### config.mk
export PLATFORM = sky130hd
export DESIGN_NAME = mbpb_channel
export DESIGN_NICKNAME = d
export VERILOG_FILES = /design/src/hdl/mbpb_pkg.sv /design/src/hdl/mbpb_channel.sv
export SDC_FILE = /design/constraint.sdc
export NUM_CORES = 1
export LEC_CHECK = 0
export ABC_AREA = 1
export BUFFER_PORTS_ARGS = -buffer_cell sky130_fd_sc_hd__buf_2
export CORE_ASPECT_RATIO = 1.25
export CORE_MARGIN = 2
export CORE_UTILIZATION = 55
export DETAILED_ROUTE_END_ITERATION = 8
export PLACE_DENSITY = 0.73
export SLEW_MARGIN = 20
export SYNTH_ARGS = -nofsm -noshare
export SYNTH_HDL_FRONTEND = slang
export SYNTH_SLANG_ARGS = --single-unit
### constraint.sdc
create_clock -name vclk -period 8.8
set_clock_uncertainty 0.2 [all_clocks]
set_input_delay 0 -clock vclk [all_inputs]
set_output_delay 0 -clock vclk [all_outputs]
set_load 0.03 [all_outputs]
### src/hdl/mbpb_pkg.sv
`default_nettype none
package mbpb_pkg;

  localparam int CH_W       = 8;
  localparam int FRAC_W     = 17;
  localparam int FRAC_SHIFT = 16;
  localparam int PROD_W     = FRAC_W + CH_W;
  localparam int SHIFT_W    = PROD_W - FRAC_SHIFT;

  // Counter width; the reported field is fixed at 24 bits
  localparam int COUNT_BITS  = 24;
  localparam int CNT_FIELD_W = 24;
  localparam int CNT_WIDE_W  = (COUNT_BITS > CNT_FIELD_W) ? COUNT_BITS : CNT_FIELD_W;

  localparam int CFG_IDX_W  = 3;
  localparam int CFG_DATA_W = FRAC_W;

  localparam logic [CH_W-1:0] ALPHA_RESET = 8'hFF;

  typedef enum logic [CFG_IDX_W-1:0] {
    REG_BLEND_FRACTION = 3'd0,
    REG_BG_RED         = 3'd1,
    REG_BG_GREEN       = 3'd2,
    REG_BG_BLUE        = 3'd3,
    REG_ALPHA_VALUE    = 3'd4
  } cfg_reg_t;

endpackage
`default_nettype wire

### src/hdl/mbpb_channel.sv
`default_nettype none
// One color channel: bg + fraction * (second - bg), magnitude truncated
// toward bg, clamped to the 8-bit range.
module mbpb_channel
  import mbpb_pkg::*;
(
  input  wire logic [CH_W-1:0]   second,
  input  wire logic [CH_W-1:0]   bg,
  input  wire logic [FRAC_W-1:0] frac,
  output logic      [CH_W-1:0]   result,
  output logic                   nonzero
);

  logic              up;
  logic [CH_W-1:0]   diff;
  logic [PROD_W-1:0] mag;
  logic [SHIFT_W-1:0] step;
  logic [SHIFT_W:0]  sum;

  always_comb begin
    up      = (second >= bg);
    diff    = up ? (second - bg) : (bg - second);
    mag     = PROD_W'(frac) * PROD_W'(diff);
    nonzero = (mag != '0);
    step    = mag[PROD_W-1:FRAC_SHIFT];
    sum     = (SHIFT_W+1)'(bg) + (SHIFT_W+1)'(step);
    if (up) begin
      // clamp at white
      result = (sum > (SHIFT_W+1)'({CH_W{1'b1}})) ? {CH_W{1'b1}} : sum[CH_W-1:0];
    end else begin
      // clamp at black
      result = (step > SHIFT_W'(bg)) ? '0 : (bg - step[CH_W-1:0]);
    end
  end

endmodule
`default_nettype wire

==> flow_metrics.py <==
metrics = {
    "die": {
        "start_util_pct": 56.83,
        "die_y_um": 123.9,
        "io_pins": 42,
        "die_x_um": 99.95,
        "die-area_um2": 12390,
        "core_area_um2": 11140,
        "num_rows": 43,
    },
    "global_route": {
        "grt_most_used_layer": "met2",
        "grt_overflow": 0,
        "grt_max_degree": 17,
        "grt_util_met1_pct": 33.35,
        "antenna_found_initial": 0,
        "grt_use_met2_pct": 54.18,
        "grt_use_met3_pct": 0.5612,
        "grt_pass1_vias": 5952,
        "grt_pass1_wl_um": 27720,
        "gr-usage-all-layers_pct": 28.16,
    },
    "cells_and_area": {
        "n_antenna_cell": 0,
        "drive_gt1_share_pct": 6.707,
        "nets": 1199,
        "n_sequential_cell": 0,
        "clkbuf_count": 0,
        "syn_to_final_growth_pct": 4.745,
        "seq_area_um2": 0,
    },
    "drt": {
        "firstDrtPassIters": 6,
        "drc": 0,
        "avgViaCountPerCell": 5.226,
        "vias": 5848,
        "wl_per_cell_um": 14.85,
        "final_antenna_net_count": 0,
        "wl_um": 16610,
        "drtIter0Drc": 306,
    },
    "synth": {
        "synth_top_area_share_pct": 29.74,
        "synth_cell_types": 37,
        "syn_avg_cell_area_um2": 6.634,
        "synth_cells": 954,
        "post-synth-top-count-cell": "inv_1",
        "yosysWarnings": 0,
        "syn_nets": 1167,
        "synth_top_cell_by_area": "fa_1",
        "synthTopCellsByCount": "230 x inv_1, 201 x nand2_1, 155 x nor2_1",
        "synth_area_leaders": "fa_1 30%, ha_1 17%, inv_1 14%",
        "synth_area_um2": 6329,
        "yosysSeqAreaShare_pct": 0,
    },
    "place": {
        "gp_congestion": 0.9323,
        "numPortBuffers": 42,
        "dpl.hpwl_um": 14650,
    },
    "critical_path": {
        "critPathSlowestCell": "fa_1",
        "worstPathRequired_ps": 8600,
        "cpPeakStageDelay_ps": 560,
        "cpMostUsedCell": "nand2_1",
        "crit_arrival_ps": 7760,
        "startpoint_type": "primary input",
        "path_max_fanout": 14,
        "critical_path_class": "in -> out",
        "end_kind": "output port",
    },
    "timing": {
        "setup_tns_ps": 0,
        "period_needed_ps": 7963,
        "max_slew_margin_pct": 49.50,
        "fin_crit_sh_pct": 90.49,
        "finalSetupViolCount": 0,
        "report.final.slew_viol_count": 0,
        "tightest_slew_ps": 757.3,
        "rsz0062_at_grt": "no",
        "hold_viol_final": 0,
        "fmax_mhz": 125.6,
    },
    "flow_run": {
        "cap_violations": 0,
    },
    "cts": {
        "cts_hold_buf": 0,
        "ctsResizeCount": 0,
        "cts_setup_buffers": 0,
    },
    "outcome": {
        "status": "completed",
    },
    "hold_path": {
        "hp-class": "in -> out",
    },
}
[logic make-up (layout without fill, tap and decap cells)]
group / count (synthesis) / count (layout) / synth area share [%]
AO/OA/AOI/OAI: 68 / 68 / 6.129
XOR/XNOR: 24 / 24 / 3.440
adder cells (fa/ha/maj): 180 / 180 / 46.74
buffers and inverters: 247 / 277 / 15.24
AND/OR/NAND/NOR: 435 / 435 / 28.45
[stage by stage]
stage,hold WS (ps),area (um2),utilization [%],worst slack [ps],instances
global route,531.9,6629,59.52,255.6,1119
CTS,468.9,6629,59.52,811.6,1119
global placement,469.5,6629,59.52,858.7,1119
detailed placement,466.9,6629,59.52,826.3,1119
finish,470.6,6629,59.52,836.8,1119
floorplan,162.3,6329,-,2120,954
[worst max-delay path, delay by kind of cell]
family	cells	cell delay [ps]
simple gates	26	2900
compound gates	2	260
fa+ha+maj	8	3400
buf+inv	9	1190
[area by class of cell]
| cell class | count | area, um2 |
|---|---|---|
| Multi-Input combinational cell | 707 | 5364 |
| Fill cell | 1105 | 4508 |
| Inverter | 234 | 878.3 |
| Timing Repair Buffer | 43 | 217.7 |
| Tap cell | 135 | 168.9 |
[worst paths after layout]
kind  start         to  slack, ps  depth (start not counted)
min   bg[0]  result[0]        470                          6
max   bg[0]  result[7]        840                         45
[cell usage in the layout, fill, tap and decap left out, drive strengths merged]
master	instances
a21o	1
a31oi	2
o21bai	3
nor2	156
or2	5
ha	86
a21oi	35
nor3	2
fa	94
nand4	15
o211ai	1
nand2	209
buf	43
a221oi	3
a21boi	1
inv	234
xnor2	6
nand3b	3
nor4	2
and2	1
nand3	42
o21ai	20
a211oi	2
xor2	18
[layer usage]
metal / vias to the layer above / share of wire (%)
met2: 160 / 52
li1: 2912 / -
met5: - / 0
met4: 0 / 4.7
met3: 45 / 3.4
met1: 2731 / 39
Power is not shown: default switching activity piles up to over one toggle a cycle in this logic, so the estimate is an artifact.
